## src/hdl/edid_pkg.sv

```systemverilog
// Shared constants and types for the EDID base block parser.
package edid_pkg;

  localparam int TEXT_CHARS = 13;
  localparam int CNT_W      = $clog2(TEXT_CHARS + 1);
  localparam int IDX_W      = (TEXT_CHARS > 1) ? $clog2(TEXT_CHARS) : 1;

  localparam int OUT_W      = 320;

  localparam logic [7:0] OFF_LAST_BYTE = 8'd127;
  localparam logic [7:0] OFF_DESC_BASE = 8'd54;
  localparam logic [7:0] OFF_DESC_END  = 8'd126;
  localparam logic [4:0] DESC_REL_LAST = 5'd17;
  localparam logic [4:0] DESC_REL_TAG  = 5'd3;
  localparam logic [4:0] DESC_REL_TEXT = 5'd5;

  localparam logic [7:0] TAG_NAME   = 8'hFC;
  localparam logic [7:0] TAG_SERIAL = 8'hFF;
  localparam logic [7:0] CH_NUL     = 8'h00;
  localparam logic [7:0] CH_LF      = 8'h0A;
  localparam logic [7:0] CH_SPACE   = 8'h20;
  localparam logic [7:0] CH_TILDE   = 8'h7E;
  localparam logic [11:0] YEAR_BASE = 12'd1990;

  typedef enum logic [2:0] {
    TGT_NONE   = 3'b001,
    TGT_NAME   = 3'b010,
    TGT_SERIAL = 3'b100
  } text_target_t;

  typedef struct packed {
    logic       clear;
    logic       take;
    logic [7:0] data;
  } text_ctl_t;

endpackage

```

## src/hdl/edid_text_cap.sv

```systemverilog
// Text string capture for one descriptor tag: character store, counts and packing.
module edid_text_cap
  import edid_pkg::*;
(
  input  logic        clk,
  input  logic        rst_n,
  input  text_ctl_t   ctl,
  output logic        stop,
  output logic [63:0] text_lo,
  output logic [39:0] text_hi
);

  logic [7:0]       chars_r [TEXT_CHARS];
  logic [CNT_W-1:0] count_r, count_nxt;
  logic [CNT_W-1:0] kept_r, kept_nxt;
  logic             wr_en;
  logic             terminator;
  logic             full;
  logic             printable;

  always_comb begin
    terminator = (ctl.data == CH_NUL) || (ctl.data == CH_LF);
    full       = count_r >= CNT_W'(TEXT_CHARS);
    printable  = (ctl.data >= CH_SPACE) && (ctl.data <= CH_TILDE);
    wr_en      = 1'b0;
    stop       = 1'b0;
    count_nxt  = count_r;
    kept_nxt   = kept_r;
    if (ctl.clear) begin
      count_nxt = '0;
      kept_nxt  = '0;
    end else if (ctl.take) begin
      if (terminator || full) begin
        stop = 1'b1;
      end else if (printable) begin
        wr_en     = 1'b1;
        count_nxt = count_r + 1'b1;
        // trailing spaces do not extend the kept length
        if (ctl.data != CH_SPACE) begin
          kept_nxt = count_r + 1'b1;
        end
        if (count_r + 1'b1 >= CNT_W'(TEXT_CHARS)) begin
          stop = 1'b1;
        end
      end
    end
  end

  always_ff @(posedge clk) begin
    if (!rst_n) begin
      count_r <= '0;
      kept_r  <= '0;
    end else begin
      count_r <= count_nxt;
      kept_r  <= kept_nxt;
    end
  end

  // Entries at or past the kept length are masked on output, so no clear is needed.
  always_ff @(posedge clk) begin
    if (wr_en) begin
      chars_r[count_r[IDX_W-1:0]] <= ctl.data;
    end
  end

  always_comb begin
    text_lo = '0;
    text_hi = '0;
    for (int k = 0; k < TEXT_CHARS; k++) begin
      if (CNT_W'(k) < kept_r) begin
        if (k < 8) begin
          text_lo[8*(k%8) +: 8] = chars_r[k];
        end else begin
          text_hi[8*((k-8)%5) +: 8] = chars_r[k];
        end
      end
    end
  end

endmodule

```

## src/hdl/edid_base_block_parser_top.sv

```systemverilog
// EDID base block parser: input register, byte field capture and result register.
// A result is loaded into the result register when its final byte leaves the input register.
// Throughput: one byte per cycle; a final byte waits only while the previous result is unread.
// The input register and the result register decouple both sides of the stream.
// Reset: rst_n is synchronous, active low, and clears all parser state and both stages.
// After each final byte all parser state returns to its reset value for the next block.
module edid_base_block_parser_top
  import edid_pkg::*;
(
  input  logic             clk,
  input  logic             rst_n,
  input  logic             in_tvalid,
  output logic             in_tready,
  input  logic [7:0]       in_tdata,   // [7:0] edid_byte
  input  logic             in_tlast,
  output logic             out_tvalid,
  input  logic             out_tready,
  // [23:0] maker_letters, [39:24] prod_id, [71:40] serial_id, [83:72] year,
  // [95:84] hsize, [107:96] vsize, [171:108] name_text_low,
  // [211:172] name_text_high, [275:212] serial_text_low, [315:276] serial_text_high
  output logic [OUT_W-1:0] out_tdata,
  output logic             out_tuser   // [0] valid_res
);

  logic       s1_valid_r, s1_last_r;
  logic [7:0] s1_byte_r;
  logic       s1_fire, out_free, take, blk_end, in_desc;

  logic [7:0]   offset_r, offset_nxt;
  logic         header_ok_r, header_ok_nxt;
  logic [14:0]  maker_r, maker_nxt;
  logic [15:0]  product_r, product_nxt;
  logic [31:0]  serial_r, serial_nxt;
  logic [7:0]   year_r, year_nxt;
  logic [7:0]   width_lo_r, width_lo_nxt;
  logic [3:0]   width_hi_r, width_hi_nxt;
  logic [7:0]   height_lo_r, height_lo_nxt;
  logic [3:0]   height_hi_r, height_hi_nxt;
  logic [4:0]   rel_r, rel_nxt;
  logic         prefix_zero_r, prefix_zero_nxt;
  text_target_t target_r, target_nxt;
  logic         stopped_r, stopped_nxt;

  text_ctl_t   name_ctl, serial_ctl;
  logic        name_stop, serial_stop;
  logic [63:0] name_lo, serial_lo;
  logic [39:0] name_hi, serial_hi;

  logic             out_valid_r, out_valid_nxt;
  logic [OUT_W-1:0] out_data_r;
  logic             out_user_r;
  logic             res_valid;
  logic [23:0]      letters;
  logic [11:0]      year_full;

  assign out_free  = !out_valid_r || out_tready;
  assign s1_fire   = s1_valid_r && (!s1_last_r || out_free);
  assign in_tready = !s1_valid_r || s1_fire;
  assign take      = s1_fire && !offset_r[7];
  assign blk_end   = s1_fire && s1_last_r;
  assign in_desc   = (offset_r >= OFF_DESC_BASE) && (offset_r < OFF_DESC_END);

  // input register
  always_ff @(posedge clk) begin
    if (!rst_n) begin
      s1_valid_r <= 1'b0;
    end else if (in_tready) begin
      s1_valid_r <= in_tvalid;
    end
  end

  always_ff @(posedge clk) begin
    if (in_tready && in_tvalid) begin
      s1_byte_r <= in_tdata;
      s1_last_r <= in_tlast;
    end
  end

  // text unit requests; text is taken only while the descriptor is still open
  always_comb begin
    name_ctl.data    = s1_byte_r;
    serial_ctl.data  = s1_byte_r;
    name_ctl.clear   = blk_end || (take && in_desc && rel_r == DESC_REL_TAG &&
                                   prefix_zero_r && s1_byte_r == TAG_NAME);
    serial_ctl.clear = blk_end || (take && in_desc && rel_r == DESC_REL_TAG &&
                                   prefix_zero_r && s1_byte_r == TAG_SERIAL);
    name_ctl.take    = take && in_desc && rel_r >= DESC_REL_TEXT && !stopped_r &&
                       target_r == TGT_NAME;
    serial_ctl.take  = take && in_desc && rel_r >= DESC_REL_TEXT && !stopped_r &&
                       target_r == TGT_SERIAL;
  end

  edid_text_cap u_name_cap (
    .clk     (clk),
    .rst_n   (rst_n),
    .ctl     (name_ctl),
    .stop    (name_stop),
    .text_lo (name_lo),
    .text_hi (name_hi)
  );

  edid_text_cap u_serial_cap (
    .clk     (clk),
    .rst_n   (rst_n),
    .ctl     (serial_ctl),
    .stop    (serial_stop),
    .text_lo (serial_lo),
    .text_hi (serial_hi)
  );

  always_comb begin
    offset_nxt      = offset_r;
    header_ok_nxt   = header_ok_r;
    maker_nxt       = maker_r;
    product_nxt     = product_r;
    serial_nxt      = serial_r;
    year_nxt        = year_r;
    width_lo_nxt    = width_lo_r;
    width_hi_nxt    = width_hi_r;
    height_lo_nxt   = height_lo_r;
    height_hi_nxt   = height_hi_r;
    rel_nxt         = rel_r;
    prefix_zero_nxt = prefix_zero_r;
    target_nxt      = target_r;
    stopped_nxt     = stopped_r;
    if (take) begin
      offset_nxt = offset_r + 8'd1;
      unique case (offset_r)
        8'd0:  if (s1_byte_r != 8'h00) header_ok_nxt = 1'b0;
        8'd1, 8'd2, 8'd3: if (s1_byte_r != 8'hFF) header_ok_nxt = 1'b0;
        8'd8:  maker_nxt[14:8]        = s1_byte_r[6:0];
        8'd9:  maker_nxt[7:0]         = s1_byte_r;
        8'd10: product_nxt[7:0]       = s1_byte_r;
        8'd11: product_nxt[15:8]      = s1_byte_r;
        8'd12: serial_nxt[7:0]        = s1_byte_r;
        8'd13: serial_nxt[15:8]       = s1_byte_r;
        8'd14: serial_nxt[23:16]      = s1_byte_r;
        8'd15: serial_nxt[31:24]      = s1_byte_r;
        8'd17: year_nxt               = s1_byte_r;
        8'd56: width_lo_nxt           = s1_byte_r;
        8'd58: width_hi_nxt           = s1_byte_r[7:4];
        8'd59: height_lo_nxt          = s1_byte_r;
        8'd61: height_hi_nxt          = s1_byte_r[7:4];
        default: ;
      endcase
      if (in_desc) begin
        priority if (rel_r == 5'd0) begin
          prefix_zero_nxt = (s1_byte_r == 8'h00);
          target_nxt      = TGT_NONE;
          stopped_nxt     = 1'b0;
        end else if (rel_r < DESC_REL_TAG) begin
          if (s1_byte_r != 8'h00) prefix_zero_nxt = 1'b0;
        end else if (rel_r == DESC_REL_TAG) begin
          if (prefix_zero_r && s1_byte_r == TAG_NAME) begin
            target_nxt = TGT_NAME;
          end else if (prefix_zero_r && s1_byte_r == TAG_SERIAL) begin
            target_nxt = TGT_SERIAL;
          end
        end else begin
          if (name_stop || serial_stop) stopped_nxt = 1'b1;
        end
        if (rel_r == DESC_REL_LAST) begin
          target_nxt = TGT_NONE;
          rel_nxt    = '0;
        end else begin
          rel_nxt = rel_r + 5'd1;
        end
      end
    end
  end

  always_ff @(posedge clk) begin
    if (!rst_n || blk_end) begin
      offset_r      <= '0;
      header_ok_r   <= 1'b1;
      maker_r       <= '0;
      product_r     <= '0;
      serial_r      <= '0;
      year_r        <= '0;
      width_lo_r    <= '0;
      width_hi_r    <= '0;
      height_lo_r   <= '0;
      height_hi_r   <= '0;
      rel_r         <= '0;
      prefix_zero_r <= 1'b0;
      target_r      <= TGT_NONE;
      stopped_r     <= 1'b0;
    end else begin
      offset_r      <= offset_nxt;
      header_ok_r   <= header_ok_nxt;
      maker_r       <= maker_nxt;
      product_r     <= product_nxt;
      serial_r      <= serial_nxt;
      year_r        <= year_nxt;
      width_lo_r    <= width_lo_nxt;
      width_hi_r    <= width_hi_nxt;
      height_lo_r   <= height_lo_nxt;
      height_hi_r   <= height_hi_nxt;
      rel_r         <= rel_nxt;
      prefix_zero_r <= prefix_zero_nxt;
      target_r      <= target_nxt;
      stopped_r     <= stopped_nxt;
    end
  end

  // Only bytes below the descriptors and the final byte count; text is already settled.
  assign res_valid = (offset_r >= OFF_LAST_BYTE) && header_ok_r;
  assign letters   = {3'b010, maker_r[14:10], 3'b010, maker_r[9:5], 3'b010, maker_r[4:0]};
  assign year_full = YEAR_BASE + {4'b0000, year_r};

  assign out_valid_nxt = blk_end || (out_valid_r && !out_tready);

  always_ff @(posedge clk) begin
    if (!rst_n) begin
      out_valid_r <= 1'b0;
    end else begin
      out_valid_r <= out_valid_nxt;
    end
  end

  always_ff @(posedge clk) begin
    if (blk_end) begin
      out_user_r <= res_valid;
      if (res_valid) begin
        out_data_r <= {4'b0000, serial_hi, serial_lo, name_hi, name_lo,
                       height_hi_r, height_lo_r, width_hi_r, width_lo_r,
                       year_full, serial_r, product_r, letters};
      end else begin
        out_data_r <= '0;
      end
    end
  end

  assign out_tvalid = out_valid_r;
  assign out_tdata  = out_data_r;
  assign out_tuser  = out_user_r;

  a_final_loads_result: assert property (@(posedge clk) disable iff (!rst_n)
    blk_end |=> out_valid_r)
    else $error("final byte did not load a result");

  a_block_restarts: assert property (@(posedge clk) disable iff (!rst_n)
    blk_end |=> (offset_r == 8'd0 && target_r == TGT_NONE))
    else $error("parser state not cleared after final byte");

  a_target_needs_prefix: assert property (@(posedge clk) disable iff (!rst_n)
    (target_r != TGT_NONE) |-> prefix_zero_r)
    else $error("text target set without zero descriptor prefix");

  a_stall_cause: assert property (@(posedge clk) disable iff (!rst_n)
    !in_tready |-> (s1_valid_r && s1_last_r && out_valid_r && !out_tready))
    else $error("input stalled without a pending result");

  a_offset_saturates: assert property (@(posedge clk) disable iff (!rst_n)
    offset_r[7] |=> (offset_r[7] || $past(blk_end)))
    else $error("byte offset left saturation without block end");

endmodule

```

## config.mk

```make
export PLATFORM = sky130hd
export DESIGN_NAME = edid_base_block_parser_top
export DESIGN_NICKNAME = d
export VERILOG_FILES = /design/src/hdl/edid_pkg.sv /design/src/hdl/edid_text_cap.sv /design/src/hdl/edid_base_block_parser_top.sv
export SDC_FILE = /design/constraint.sdc
export NUM_CORES = 1
export LEC_CHECK = 0
export BUFFER_PORTS_ARGS = -buffer_cell sky130_fd_sc_hd__clkbuf_2
export CAP_MARGIN = 20
export CORE_UTILIZATION = 29
export CTS_BUF_LIST = sky130_fd_sc_hd__clkbuf_4 sky130_fd_sc_hd__clkbuf_8
export CTS_CLUSTER_DIAMETER = 200
export CTS_CLUSTER_SIZE = 40
export DETAILED_ROUTE_END_ITERATION = 12
export GPL_TIMING_DRIVEN = 0
export PLACE_DENSITY = 0.52
export SLEW_MARGIN = 25
export SYNTH_ARGS = -nofsm -noshare
export SYNTH_HDL_FRONTEND = slang
export SYNTH_SLANG_ARGS = --single-unit
```

## constraint.sdc

```tcl
create_clock -name clk -period 8.6 [get_ports clk]
set_clock_uncertainty 0.2 [all_clocks]
set_input_delay 1.29 -clock clk [delete_from_list [all_inputs] [get_ports clk]]
set_output_delay 1.29 -clock clk [all_outputs]
set_load 0.03 [all_outputs]
```

======== After elaboration in Yosys (flattened, before gate mapping) ========
Memory sizes are Yosys's and may differ from the RTL's. A register that Yosys moved wholly into a read port is not among the register bits.
Cells that the tools add are included.
word-level totals
  register bits after elaboration ......... 254
  bits in writable memories ............... 208
  input port bits ......................... 13
  output and inout port bits .............. 323
  logic and storage cells ................. 269
  memories kept ........................... 2
memory list
  name                  words  bits a word  rd ports  clocked after memory_dff  write ports  RTL line             RTL
  u_name_cap.chars_r    13     8            13        13                        1            edid_text_cap.sv:13  logic [7:0] chars_r [TEXT_CHARS];
  u_serial_cap.chars_r  13     8            13        13                        1            edid_text_cap.sv:13
operators by class
  add/sub/neg operators ................... 5
  $lt $le $gt $ge ......................... 37
  equality and inequality tests ........... 30
  multiplexer cells ....................... 38
  bitwise operators ....................... 3
  reductions and logical operators ........ 124
operators by type and width
  cell                   count
  $reduce_and 2->1       40
  $eq 8x4->1 const B     9
  $lt 4x4->1 const A     10
  $logic_not 1->1        33
  $eq 8x6->1 const B     4
  $lt 3x4->1 const A     8
  $mux 1                 29
  $mux 23                1
  $logic_and 1x1->1      19
  $mux 3                 6
  $eq 8x2->1 const B     2
  $eq 8x8->1 const B     2
  $ge 4x4->1 const B     4
  $ge 8x6->1 const B     2
  $logic_not 8->1        2
  $lt 1x4->1 const A     4
  $lt 2x4->1 const A     4
  $reduce_and 4->1       4
  $add 11x8->12 const A  1
  $logic_or 1x1->1       11
  $reduce_and 5->1       2
  $add 4x1->4 const B    2
  $add 8x1->8 const B    1
  $eq 8x1->1 const B     1
  other kinds (27)       36

======== Depth between registers and ports, before layout ========
Gate-level depths: netlist of run 1.
  word-level depth ........................ 16
  gate-level depth with buffers ........... 10

======== Modules after synthesis ========
Synthesis of run 1 repeated with hierarchy kept, for this count alone.
second synthesis, totals
  cell total of the unflattened synthesis .. 1,877
  area, all modules ....................... 25,730.9 µm²
by module, submodules not included
  module                      times used  cells an instance  area each (µm²)  seq. area each (µm²)
  edid_base_block_parser_top  1           1,239              16,572.1         11,841.4
  edid_text_cap               2           319                4,579.4          3,283.1

======== Worst setup path before layout of run 1 ========
Ideal clock, no wire load.
  path type ............................... input port to flip-flop
  start ................................... input out_tready
  end ..................................... register out_data_r[0], in the netlist out_tdata[0] (enable)
  setup time .............................. 0.658 ns
  arrival time ............................ 7.572 ns
  data required time ...................... 7.742 ns
  slack ................................... 0.170 ns
  stages .................................. 3
  buffers on the path ..................... 0
  path through ............................ nand2b_1 nand3_1 inv_1
between the ends
  word-level cells in the longest chain between the ends .. 4
ends and longest elaborated chain
  element                 RTL line                           RTL
  start: declaration      edid_base_block_parser_top.sv:17   input logic out_tready,
  $logic_or 1x1->1        edid_base_block_parser_top.sv:56   assign out_free = !out_valid_r || out_tready;
  $logic_or 1x1->1        edid_base_block_parser_top.sv:57   assign s1_fire = s1_valid_r && (!s1_last_r || out_free);
  $logic_and 1x1->1       edid_base_block_parser_top.sv:57
  $logic_and 1x1->1       edid_base_block_parser_top.sv:60   assign blk_end = s1_fire && s1_last_r;
  named net blk_end       edid_base_block_parser_top.sv:27   logic s1_fire, out_free, take, blk_end, in_desc;
  end signal: assignment  edid_base_block_parser_top.sv:225  out_data_r <= {4'b0000, serial_hi, serial_lo, name_hi, name_lo,
  end: declaration        edid_base_block_parser_top.sv:50   logic [OUT_W-1:0] out_data_r;
The timed path passes the listed nets, and every way through them passes these cells.
A chain may end at the register's enable or synchronous reset.

======== Worst setup path in the final report of run 1 ========
  start ................................... register s1_byte_r[7]
  end ..................................... memory u_serial_cap.chars_r[3][1] (enable)
between the ends
  word-level cells in the longest chain between the ends .. 8
ends and longest elaborated chain
  element                                                RTL line                                  RTL
  start: declaration                                     edid_base_block_parser_top.sv:26          logic [7:0] s1_byte_r;
  start signal: assignment                               edid_base_block_parser_top.sv:74          s1_byte_r <= in_tdata;
  $ge 8x6->1, or another cell as far along               edid_text_cap.sv:24                       printable = (ctl.data >= CH_SPACE) && (ctl.data <= CH_TILDE);
  $logic_and 1x1->1 or $logic_or 1x1->1 (tied branches)  edid_text_cap.sv:24, edid_text_cap.sv:22
  $mux 1 or $logic_or 1x1->1 (tied branches)             edid_text_cap.sv:35, edid_text_cap.sv:33
  $mux 1                                                 edid_text_cap.sv:33                       if (terminator || full) begin
  $mux 1                                                 edid_text_cap.sv:32                       end else if (ctl.take) begin
  $mux 1 (*)                                             edid_text_cap.sv:29                       if (ctl.clear) begin
  $mux 1 (*)                                             edid_text_cap.sv:61                       if (wr_en) begin
  $mux 1 (implied by the code) (*)                       edid_text_cap.sv:62                       chars_r[count_r[IDX_W-1:0]] <= ctl.data;
  end: declaration                                       edid_text_cap.sv:13
Every way passes the cells marked *; elsewhere a longest branch is shown, timed or not.

==> results of run 1 <==
-- report_power, final --
part	leakage, uW	switching (uW)	internal, uW	total [uW]
logic	0.00437	119	37.6	157
clock network	0.000224	894	291	1180
registers	0.00647	12.1	3430	3440
-- stage by stage --
stage	hold slack, ns	instances
finish	0.262	3056
global route	0.291	3055
floorplan	0.223	1597
CTS	0.268	3054
global placement	0.242	2992
detailed placement	0.241	3018
-- worst min-delay path by stage --
stage | startpoint | endpoint | slack (ns) | cells past startpoint
floorplan | target_r[0] | target_r[0] | 0.22 | 2
global placement | height_lo_r[2] | height_lo_r[2] | 0.24 | 2
detailed placement | target_r[0] | target_r[0] | 0.24 | 2
CTS | height_lo_r[5] | height_lo_r[5] | 0.27 | 2
global route | target_r[0] | target_r[0] | 0.29 | 2
finish | target_r[0] | target_r[0] | 0.26 | 2
-- logic make-up (layout without fill, tap and decap cells) --
group / Yosys count / count (layout) / share of synthesized area
adder cells (fa/ha/maj): 17 / 17 / 0.00887
multiplexers: 85 / 85 / 0.0355
AND/OR/NAND/NOR: 636 / 636 / 0.143
XOR/XNOR: 26 / 26 / 0.00949
buffers and inverters: 91 / 478 / 0.0167
AO/OA/AOI/OAI: 75 / 75 / 0.0187
other: 1 / 12 / 0.000156
flip-flops: 657 / 657 / 0.767
-- worst register-to-register path, stage by stage (launching register included) --
cell and delay, ns:
edfxtp_1 0.81, buf_8 0.23, clkbuf_1 0.33, nor3_1 0.14
and4b_1 0.28, nor4_2 0.64, nand3_1 0.43, nor3_1 0.46
and2_1 0.47
-- flip-flops by register name, indices dropped and copies added, names as in the netlist, 5 cells and up --
| name | count |
|---|---|
| maker_r | 15 |
| offset_r | 8 |
| width_lo_r | 8 |
| u_name_cap.chars_r | 104 |
| product_r | 16 |
| height_lo_r | 8 |
| u_serial_cap.chars_r | 104 |
| serial_r | 32 |
| year_r | 8 |
| rel_r | 5 |
| s1_byte_r | 8 |
| out_tdata | 308 |
-- cell usage in the layout (no fill, tap or decap), types with 5 or more instances in the layout --
cell type and count:
nor4_1 6, dfxtp_1 132, clkbuf_1 50, buf_4 15, a21oi_1 47, ha_1 17, xor2_1 13, buf_8 21
xnor2_1 13, inv_1 18, nand4_1 10, o21ai_0 6, clkbuf_8 20, clkbuf_2 325, nand2_1 60, nand3_1 41
conb_1 10, clkbuf_4 14, mux2i_1 85, edfxtp_1 525, and2_1 280, and3_1 34, nor3_1 22, nor2_1 149
buf_2 5, nand2b_1 7
-- layer usage --
metal	routed length (um)	up-vias
li1	-	6353
met1	25400	6559
met2	29900	316
met5	63	-
met4	1250	10
met3	2830	54
-- final cells by class --
| class | count | area share |
|---|---|---|
| flip-flops and latches | 657 | 0.660 |
| multi-input cells | 849 | 0.188 |
| repair buffers | 351 | 0.0739 |
| well taps | 1070 | 0.0480 |
| clock buffers | 34 | 0.0136 |
| plain buffers | 71 | 0.0117 |
| inverters | 20 | 0.00296 |
| clock inverters | 2 | 0.00139 |
| diodes | 2 | 0.000180 |
==> results.tsv, run 1 <==
metric	value	unit
cts_inserted_buffers	20	
setup_viol	0	
fmax	0.232	GHz
crit_family	simple AND/OR/NAND/NOR gates	
crit_path_end	u_serial_cap.chars_r[3][1]	
portBuffers	325	
route.vias.total	13300	
synth_top_cell_by_area	edfxtp_1	
netlist_area	24000	um^2
synth_edf_count	525	
clock_latency	0.70	ns
synth_common_cells	edfxtp_1, and2_1, nor2_1, dfxtp_1, mux2i_1	
async_flop_share	0	
dieArea	83900	um^2
grt_pass1_vias	12900	
rr_worst_depth	8	
drt-total-wl	59.4	mm
post_cts_resized	0	
cp_num_buf_inv	2	
met2_usage	0.242	
finalHoldViolCount	0	
area_growth	16.2	%
drtIter0Drc	642	
die_h	290	um
start_util	0.293	
fin_area	27900	um^2
multi_input_area	5240	um^2
pre_cts_slack	3.94	ns
busiest_layer	met2	
rsz0062_at_grt	no	
worstPathMaxFanout	11	
tns	0	ns
finalWeightedCongestion	0.790	
num_rows	105	
crit_cells	8	
hp-class	register to register	
cts_sinks	657	
p_leak	0.0111	uW
crit_start	s1_byte_r[7]	
yosysSeqAreaShare	0.767	
fin_nets	2000	
antenna_found_initial	6	
worst_slack	4.29	ns
worstPathRequired	8.78	ns
drive_gt1_frac	0.213	
drc	0	
use_met3	0.0252	
regArea	18400	um^2
worstMarginPinSlew	1.02	ns
cp_slowest_cell	edfxtp_1	
cp_common_cell	nor3_1	
maxSlewViolCount	0	
finalCritPeriodShare	0.501	
synth_warnings	0	
cap_violations	0	
grt_overflow	0	
crit_chain	buf_8, clkbuf_1, nor3_1, and4b_1, nor4_2, nand3_1, nor3_1, and2_1	
vias_per_cell	4.35	
crit_type	register to register	
place_area	27400	um^2
total_power	4780	uW
synth.distinct_cells	55	
cts_buffer_depth	3	
cts.root.buffer_cell	clkbuf_8	
track_usage	0.137	
netlist.area_leader.share	0.657	
ir_drop	0.104	mV
die_w	290	um
reg2reg_to	u_serial_cap.chars_r[3][1]	
yosysMostFrequentCell	edfxtp_1	
cp-start-kind	register	
final_util	0.340	
ff2ff_setup_slack	4.29	ns
clk_pin_slew	0.25	ns
core	82000	um^2
period_minus_slack	4.31	ns
first_pass_iters	5	
hold_buffers	0	
cts_setup_buffers	0	
grt_pass1_wl	84.5	mm
reg2reg_from	s1_byte_r[7]	
powerDensity	171	nW/um^2
synthCells	1588	
max_stage_delay	0.81	ns
ys.flop_type	edfxtp_1	
io_pins	336	
grt_max_degree	96	
status	completed	
ys_seq_elements	657	
drtAntennaViolNets	0	
final.fill_count	8023	
wire_per_inst	19.4	um
use_met1	0.173	
crit_arrival	4.49	ns
end_kind	register	
dp_hpwl	42.8	mm
cts_max_level	1	
tritoncts	yes	
ys_top_cells_by_area	edfxtp_1, dfxtp_1, and2_1	
slew_headroom	0.315	
syn_avg_cell_area	15.1	um^2
Power figures use the tool's default switching activity.
==> run 2: changes to the inputs <==
PLACE_DENSITY = 0.5   (was 0.52)
clock period = 4.5 ns   (was 8.6 ns; I/O delays follow)
==> results.tsv, run 2 (synthesis gave the netlist of run 1 again) <==
metric	value	unit	change
powerDensity	325	nW/um^2	was 171 nW/um^2
dp_cells	3022		was 3018
antenna_found_initial	3		was 6
p_comb_frac	0.034		was 0.033
worstPathMaxFanout	12		was 11
reg2reg_to	u_name_cap.chars_r[8][5]		was u_serial_cap.chars_r[3][1]
finalWeightedCongestion	0.796		was 0.790
portBuffers	325		unchanged
hp-class	primary input to register		was register to register
finalCritPeriodShare	0.919		was 0.501
cts_inserted_buffers	20		unchanged
start_util	0.293		unchanged
rsz0062_at_grt	no		unchanged
p_int	7200	uW	was 3750 uW
drc	0		unchanged
die_h	290	um	unchanged
swShare	0.211		was 0.214
ff2ff_setup_slack	0.37	ns	was 4.29 ns
track_usage	0.136		was 0.137
maxSlewViolCount	0		unchanged
drtIter0Drc	779		was 642
worstMarginPinSlew	1.06	ns	was 1.02 ns
wire_per_inst	19.1	um	was 19.4 um
worstPathRequired	4.64	ns	was 8.78 ns
grt_overflow	0		unchanged
grt_pass1_vias	13000		was 12900
drt-met1-wl	25.5	mm	was 25.4 mm
layout.cells.non_filler	3073		was 3056
drt-total-wl	58.6	mm	was 59.4 mm
crit_chain	buf_8, buf_8, clkbuf_1, nor3_1, and4b_1, nor3_1, nand4_1, nor2_1		was buf_8, clkbuf_1, nor3_1, and4b_1, nor4_2, nand3_1, nor3_1, and2_1
setup_viol	0		unchanged
cts_sinks	657		unchanged
drive_gt1_frac	0.216		was 0.213
route.vias.total	13300		about the same
fmax	0.242	GHz	was 0.232 GHz
min_path_cells	3		was 2
cap_violations	0		unchanged
p_leak	0.0111	uW	about the same
ir_drop	0.198	mV	was 0.104 mV
die_w	290	um	unchanged
reg2reg_from	s1_byte_r[7]		unchanged
first_pass_iters	5		unchanged
p_seq_frac	0.720		was 0.719
vias_per_cell	4.31		was 4.35
cts_buffer_depth	3		unchanged
period_minus_slack	4.13	ns	was 4.31 ns
end_kind	register		unchanged
rr_worst_depth	8		unchanged
cts_setup_buffers	0		unchanged
cp-start-kind	register		unchanged
cts_max_level	1		unchanged
hold_path_startpoint	out_tready		was target_r[0]
cp_slowest_cell	nor2_1		was edfxtp_1
final_cell_mix	edfxtp_1, clkbuf_2, and2_1		unchanged
drtAntennaViolNets	0		unchanged
final_common_cell	edfxtp_1		unchanged
wl_met3	2.77	mm	was 2.83 mm
num_rows	105		unchanged
crit_type	register to register		unchanged
dieArea	83900	um^2	unchanged
fin_nets	2015		was 2000
clock_latency	0.71	ns	was 0.70 ns
core	82000	um^2	unchanged
area_growth	17.2	%	was 16.2%
top_layer	met5		unchanged
hold_path_end	out_tvalid		was target_r[0]
clkPwrFrac	0.246		was 0.248
clk_pin_slew	0.23	ns	was 0.25 ns
dr_wl_met2	29.6	mm	was 29.9 mm
crit_arrival	4.27	ns	was 4.49 ns
status	completed		unchanged
pre_cts_slack	-0.284	ns	was 3.94 ns
io_pins	336		unchanged
largest_reg_flops	308		unchanged
tns	0	ns	unchanged
grt_pass1_wl	84.0	mm	was 84.5 mm
p_sw	1930	uW	was 1030 uW
max_stage_delay	0.64	ns	was 0.81 ns
cts.root.buffer_cell	clkbuf_8		unchanged
slew_headroom	0.291		was 0.315
tritoncts	yes		unchanged
grt_max_degree	42		was 96
worst_slack	0.366	ns	was 4.29 ns
dp_hpwl	42.5	mm	was 42.8 mm
finalHoldViolCount	0		unchanged
## run 2: per-layer routing
layer  global-route usage  vias up
met1                0.173     6546
met4               0.0202        2
met2                0.243      287
met3               0.0235       32
li1                     -     6391
met5                    0        -
## run 2: worst max-delay path, delay by kind of cell, from the launching register on
family                 cells  cell delay, ns
and+or+nand+nor            5            2.15
buffers and inverters      3            0.76
DFF                        1            0.60
## run 2: power groups by stage
stage                     registers [uW]  clock network (uW)  logic [uW]
after floorplan                     6750                   0         105
after global placement              6790                   0         213
after detailed placement            6700                   0         316
after CTS                           6570                2380         325
after global routing                6580                2550         340
final                               6570                2240         313
## run 2: worst max path at each step
stage,from,end,slack [ns],depth (start not counted)
final,s1_byte_r[7],u_name_cap.chars_r[8][5],0.37,8
after global placement,out_tready,out_tdata[57],-3.84,4
after floorplan,out_tready,out_tdata[0],-1.63,3
after detailed placement,s1_byte_r[3],u_name_cap.chars_r[0][2],-0.28,8
after global routing,s1_byte_r[7],u_name_cap.chars_r[4][5],0.08,8
after CTS,s1_byte_r[7],u_serial_cap.chars_r[3][7],0.02,9
## run 2: per-stage QoR
step	utilization	hold slack (ns)	total power, uW	area [um^2]
final	0.343	0.0995	9130	28100
after global routing	0.343	0.0328	9470	28100
after CTS	0.343	0.0224	9270	28100
after detailed placement	0.336	0.237	7020	27500
after global placement	0.329	0.240	7000	27000
after floorplan	-	0.223	6860	24000
## run 2: final cells by class
class                           count  area [um^2]
Multi-Input combinational cell    849         5280
Sequential cell                   657        18400
Clock buffer                       35          394
Tap cell                         1070         1340
Buffer                             71          327
Fill cell                        7998        53900
Timing Repair Buffer              366         2240
Antenna cell                        4         10.0
Clock inverter                      1         30.0
Inverter                           20         78.8
## run 2: what timing repair did
item,CTS,global route
endpoints found under the setup margin,44,102
endpoints found under the hold margin,11,0
hold buffers,11,0
pin swaps,0,0
resized for setup,4,1
